==> config.mk <==
export PLATFORM = sky130hd
export DESIGN_NAME = tsf_front
export DESIGN_NICKNAME = d
export VERILOG_FILES = /design/src/rtl/core/tsf_pkg.sv /design/src/rtl/core/tsf_front.sv
export SDC_FILE = /design/constraint.sdc
export NUM_CORES = 1
export LEC_CHECK = 0
export BUFFER_PORTS_ARGS = -buffer_cell sky130_fd_sc_hd__buf_2
export CAP_MARGIN = 20
export CORE_MARGIN = 2
export CORE_UTILIZATION = 40
export DETAILED_ROUTE_END_ITERATION = 8
export PLACE_DENSITY = 0.62
export SLEW_MARGIN = 40
export SYNTH_ARGS = -nofsm -noshare
export SYNTH_HDL_FRONTEND = slang
export SYNTH_SLANG_ARGS = --single-unit
==> constraint.sdc <==
create_clock -name clk_i -period 15.25 [get_ports clk_i]
set_clock_uncertainty 0.2 [all_clocks]
set_input_delay 1.525 -clock clk_i [delete_from_list [all_inputs] [get_ports clk_i]]
set_output_delay 1.525 -clock clk_i [all_outputs]
set_load 0.005 [all_outputs]
==> src/rtl/core/tsf_pkg.sv <==
// ----------------------------------------------------------------------------
// tsf_pkg
// Shared constants, codes and types of the timestamped sample framer.
// ----------------------------------------------------------------------------
`default_nettype none

package tsf_pkg;

  localparam int unsigned CONTROL_DEPTH = 1024;
  localparam int unsigned PACKET_BYTES  = 1024;

  localparam int unsigned IDX_W  = $clog2(CONTROL_DEPTH);
  localparam int unsigned PLEN_W = $clog2(PACKET_BYTES + 1);

  localparam int unsigned CNT_W   = 64;
  localparam int unsigned SMP_W   = 16;
  localparam int unsigned CTL_W   = 8;
  localparam int unsigned BYTE_W  = 8;
  localparam int unsigned SPACE_W = 16;
  localparam int unsigned TAG_LSB = 8;

  localparam int unsigned QUEUE_DEPTH = 2;
  localparam int unsigned QPTR_W      = $clog2(QUEUE_DEPTH);
  localparam int unsigned QCNT_W      = $clog2(QUEUE_DEPTH + 1);

  localparam int unsigned ZERO_BYTES   = 8;
  localparam int unsigned HDR_BYTES    = 16;
  localparam int unsigned SAMPLE_BYTES = 4;
  localparam int unsigned RES_MAX      = HDR_BYTES + SAMPLE_BYTES;
  localparam int unsigned RES_W        = $clog2(RES_MAX);

  localparam int unsigned CFG_IDX_W  = 2;
  localparam int unsigned CFG_DATA_W = 16;
  localparam logic [CFG_IDX_W-1:0] CFG_BEGIN_AHEAD    = 2'd0;
  localparam logic [CFG_IDX_W-1:0] CFG_TX_SPACE_LIMIT = 2'd1;
  localparam logic [CFG_IDX_W-1:0] CFG_NO_MARK_CODE   = 2'd2;

  localparam logic [SMP_W-1:0]   BEGIN_AHEAD_RST = 16'd360;
  localparam logic [SPACE_W-1:0] SPACE_LIMIT_RST = 16'd2048;
  localparam logic [CTL_W-1:0]   NO_MARK_RST     = 8'd0;

  localparam int unsigned IN_TUSER_W    = 2;
  localparam int unsigned IN_TDATA_W    = 120;
  localparam int unsigned OUT_TUSER_W   = 2;
  localparam int unsigned OUT_FIELDS_W  = 66;
  localparam int unsigned OUT_TDATA_W   = 72;

  typedef enum logic [1:0] {
    KIND_RX     = 2'd0,
    KIND_TX     = 2'd1,
    KIND_SENT   = 2'd2,
    KIND_IGNORE = 2'd3
  } item_kind_e;

  typedef enum logic [1:0] {
    OUT_RX     = 2'd0,
    OUT_BYTE   = 2'd1,
    OUT_STATUS = 2'd2
  } out_kind_e;

  typedef enum logic [2:0] {
    BK_CLEAR,
    BK_IDLE,
    BK_UPDATE,
    BK_TXWRITE,
    BK_STATUS,
    BK_SPACE,
    BK_EMIT
  } back_state_e;

  typedef struct packed {
    item_kind_e       kind;
    logic [CNT_W-1:0] rx_count;
    logic [SMP_W-1:0] rx_value;
    logic [SMP_W-1:0] rx_rssi;
    logic [SMP_W-1:0] tx_value;
    logic [CTL_W-1:0] tx_control;
  } item_t;

  typedef struct packed {
    logic [SMP_W-1:0]   begin_ahead;
    logic [SPACE_W-1:0] tx_space_limit;
    logic [CTL_W-1:0]   no_mark_code;
  } cfg_t;

  typedef struct packed {
    out_kind_e          out_kind;
    logic [BYTE_W-1:0]  packet_byte;
    logic               last;
    logic [SMP_W-1:0]   sample_out;
    logic [SMP_W-1:0]   rssi_out;
    logic [CTL_W-1:0]   control_out;
    logic [SPACE_W-1:0] space;
    logic               overflow;
    logic               tx_empty;
  } result_t;

endpackage

`default_nettype wire

==> src/rtl/core/tsf_front.sv <==
// ----------------------------------------------------------------------------
// tsf_front
// Input side: unpacks and classifies items into a short queue for the back end.
// ----------------------------------------------------------------------------
`default_nettype none

module tsf_front (
  input  logic                              clk_i,
  input  logic                              rst_ni,
  input  logic                              in_valid_i,
  output logic                              in_ready_o,
  input  logic [tsf_pkg::IN_TUSER_W-1:0]    in_kind_i,
  input  logic [tsf_pkg::IN_TDATA_W-1:0]    in_data_i,
  input  logic                              hold_i,
  output logic                              q_valid_o,
  output tsf_pkg::item_t                    q_item_o,
  input  logic                              q_pop_i
);
  import tsf_pkg::*;

  item_t             fifo_q [QUEUE_DEPTH];
  logic [QPTR_W-1:0] wr_ptr_q;
  logic [QPTR_W-1:0] rd_ptr_q;
  logic [QCNT_W-1:0] count_q;
  item_t             item_d;
  logic              push;
  logic              pop;

  // classification of the item kind
  always_comb begin
    item_d            = '0;
    item_d.rx_count   = in_data_i[CNT_W-1:0];
    item_d.rx_value   = in_data_i[CNT_W +: SMP_W];
    item_d.rx_rssi    = in_data_i[CNT_W+SMP_W +: SMP_W];
    item_d.tx_value   = in_data_i[CNT_W+2*SMP_W +: SMP_W];
    item_d.tx_control = in_data_i[CNT_W+3*SMP_W +: CTL_W];
    case (in_kind_i)
      KIND_RX:   item_d.kind = KIND_RX;
      KIND_TX:   item_d.kind = KIND_TX;
      KIND_SENT: item_d.kind = KIND_SENT;
      default:   item_d.kind = KIND_IGNORE;
    endcase
  end

  assign in_ready_o = (count_q != QCNT_W'(QUEUE_DEPTH)) && !hold_i;
  assign push       = in_valid_i && in_ready_o;
  assign q_valid_o  = (count_q != '0);
  assign pop        = q_pop_i && q_valid_o;
  assign q_item_o   = fifo_q[rd_ptr_q];

  always_ff @(posedge clk_i) begin
    if (push) begin
      fifo_q[wr_ptr_q] <= item_d;
    end
  end

  always_ff @(posedge clk_i or negedge rst_ni) begin
    if (!rst_ni) begin
      wr_ptr_q <= '0;
      rd_ptr_q <= '0;
      count_q  <= '0;
    end else begin
      if (push) begin
        wr_ptr_q <= (wr_ptr_q == QPTR_W'(QUEUE_DEPTH - 1)) ? '0 : wr_ptr_q + 1'b1;
      end
      if (pop) begin
        rd_ptr_q <= (rd_ptr_q == QPTR_W'(QUEUE_DEPTH - 1)) ? '0 : rd_ptr_q + 1'b1;
      end
      case ({push, pop})
        2'b10:   count_q <= count_q + 1'b1;
        2'b01:   count_q <= count_q - 1'b1;
        default: count_q <= count_q;
      endcase
    end
  end

endmodule

`default_nettype wire

==> flow_summary.ini <==
[sta]
finalCritPeriodShare_pct = 27.4
setup_viol = 0
rsz0062_at_grt = false
tightest_slew_ps = 785
fmax_mhz = 240
finalHoldViolCount = 0
fin_ws_ps = 11080
relSlewSlack_pct = 47.7
min_period_ps = 4170
tns_ps = 0
whs_ps = 316
slew_violations = 0

[final_layout]
stdcell_count = 975
multi_input_area_um2 = 1750
area_growth_pct = 25.1
finalNetCount = 800
seq_area_um2 = 7430
fillCellCount = 1889
mostFrequentLayoutCell = buf_2
drive_gt1_share_pct = 60.4
final_cell_mix = buf_2 (250), edfxtp_1 (244), mux2_4 (70)

[route]
vias = 4622
ant_nets = 0
first_iter_violations = 207
dr.pass1.iters = 4
drc_errors = 0
wirelength_mm = 17.3
viasPerCell = 4.74
drt-wirelength-per-cell_um = 17.8

[outcome]
outcome = finished clean

[worst_setup_path]
crit_buf_inv = 2
cp.required_ps = 13530
cp.depth = 3
cp_max_fo = 59
critPathMaxStageDelay_ps = 740
critPathKind = reg -> out
reg2regPathDepth = 4
endpoint_kind = primary output
crit_arrival_ps = 2450
start_kind = flop
crit_family = flip-flops
cp_slowest_cell = dfrtp_4
crit_path_cell_trace = buf_6, mux2_2, buf_2

[logic_synthesis]
synth_top_cell_by_area = edfxtp_1
synth_warnings = 0
seq_area_frac_synth_pct = 79.8
syn_area_um2 = 9310
synth_top_area_share_pct = 78.7
syn_inst = 402
postSynthAreaPerCell_um2 = 23.2
ys_types = 17
yosys-top-cells-area = edfxtp_1 (79%), mux2_4 (11%), mux2_2 (6.3%), dfrtp_1 (1.1%), buf_6 (0.97%)
synth_fp_nets = 530
ys_ff_latch = 248

[power]
p_per_area_nw_per_um2 = 168
internal_power_mw = 1.46
p_seq_share_pct = 45.4
switching_share_pct = 25.5
power.switching_mw = 0.498
power.share.combinational_pct = 25.7
power_frac_clock_pct = 28.8
leakagePower_nw = 4.51
total_power_mw = 1.96
ir_worst_vdd_uv = 96.4

[clocking]
cts_num_sinks = 248
clockBufferDepth = 3
cts-resized-gates = 0
cts_hold_buf = 0
clockRootBuffer = clkbuf_16
path_clk_slew_ps = 60
post_cts_buffers = 0
cts_tree = yes
clock_latency_ps = 530
cts_buffers = 26
htreeDepth = 1

[floorplan]
die_x_um = 157
coreArea_um2 = 22700
die_h_um = 157
initial_core_util_pct = 41.0
num_rows = 55
die_area_um2 = 24500
ios = 251

[place]
portBuffers = 250
post-place-cells = 929
place_ws_ps = 11410
hpwl_mm = 11.7
place_congestion = 0.803

[hold_path]
min_path_type = reg -> reg
whs_path_depth = 1

[grt]
grt_pass1_wl_mm = 26.0
grt_usage_pct = 13.7
grt_max_degree = 60
antenna_found_initial = 3
grt-ovfl-total = 0
grt_pass1_vias = 5025

[job]
drv_cap = 0
-- power groups by stage --
stage	Clock (mW)	Combinational [mW]	Sequential (mW)
floorplan	0	0.357	0.894
detailed placement	0	0.513	0.904
global placement	0	0.501	0.901
global route	0.604	0.545	0.899
finish	0.564	0.504	0.889
CTS	0.582	0.515	0.890
-- state kept, by name, summed over array words and instances, names as in the netlist --
| name | cells |
|---|---|
| count_q | 2 |
| fifo_q | 244 |
| wr_ptr_q | 1 |
| rd_ptr_q | 1 |
-- stage by stage --
step,utilization [%],area (um^2)
after CTS,51.3,11600
after floorplan,-,9310
after global placement,47.7,10800
after detailed placement,47.9,10900
after global routing,51.3,11600
final,51.3,11600
-- kinds of logic after synthesis --
| family | synth area share, % |
|---|---|
| compound gates | 0.148 |
| xor+xnor | 0.471 |
| fa+ha+maj | 0.134 |
| buf+inv | 1.60 |
| flops | 79.8 |
| mux | 17.6 |
| simple gates | 0.282 |
-- routing by layer --
layer	up-vias	wire, um	global-route usage [%]
li1	2132	-	-
met1	2267	6460	14.9
met2	191	8710	24.4
met3	32	1740	5.76
met4	0	412	4.19
met5	-	0	0
-- cell type report --
class                           instances  area share (%)
Sequential cell                       248            63.8
Multi-Input combinational cell        135            15.0
Timing Repair Buffer                  258            11.5
Clock buffer                           34            5.84
Tap cell                              285            3.06
Clock inverter                          9           0.644
Inverter                                3          0.0967
Antenna cell                            3          0.0644
-- synth_stat cells --
| cell | number |
|---|---|
| ha_1 | 1 |
| clkbuf_1 | 2 |
| inv_1 | 3 |
| a21oi_1 | 1 |
| xor2_1 | 2 |
| xnor2_1 | 3 |
| or2_2 | 1 |
| mux2_2 | 52 |
| dfrtp_1 | 4 |
| buf_8 | 1 |
| and2_4 | 1 |
| mux2_4 | 70 |
| nor2_1 | 3 |
| buf_2 | 5 |
| buf_6 | 8 |
| a211o_1 | 1 |
| edfxtp_1 | 244 |
-- final timing paths --
kind / from / end / slack [ps]
min in group asynchronous: rst_ni / count_q[1] / 590
setup reg to reg: count_q[0] / fifo_q[0][46] / 12990
hold reg to reg: count_q[1] / count_q[1] / 320
hold / removal: count_q[1] / count_q[1] / 320
max in group asynchronous: rst_ni / rd_ptr_q / 14120
setup / recovery: rd_ptr_q / q_item_o[100] / 11080
No activity file was read; power rests on OpenSTA's default activity.
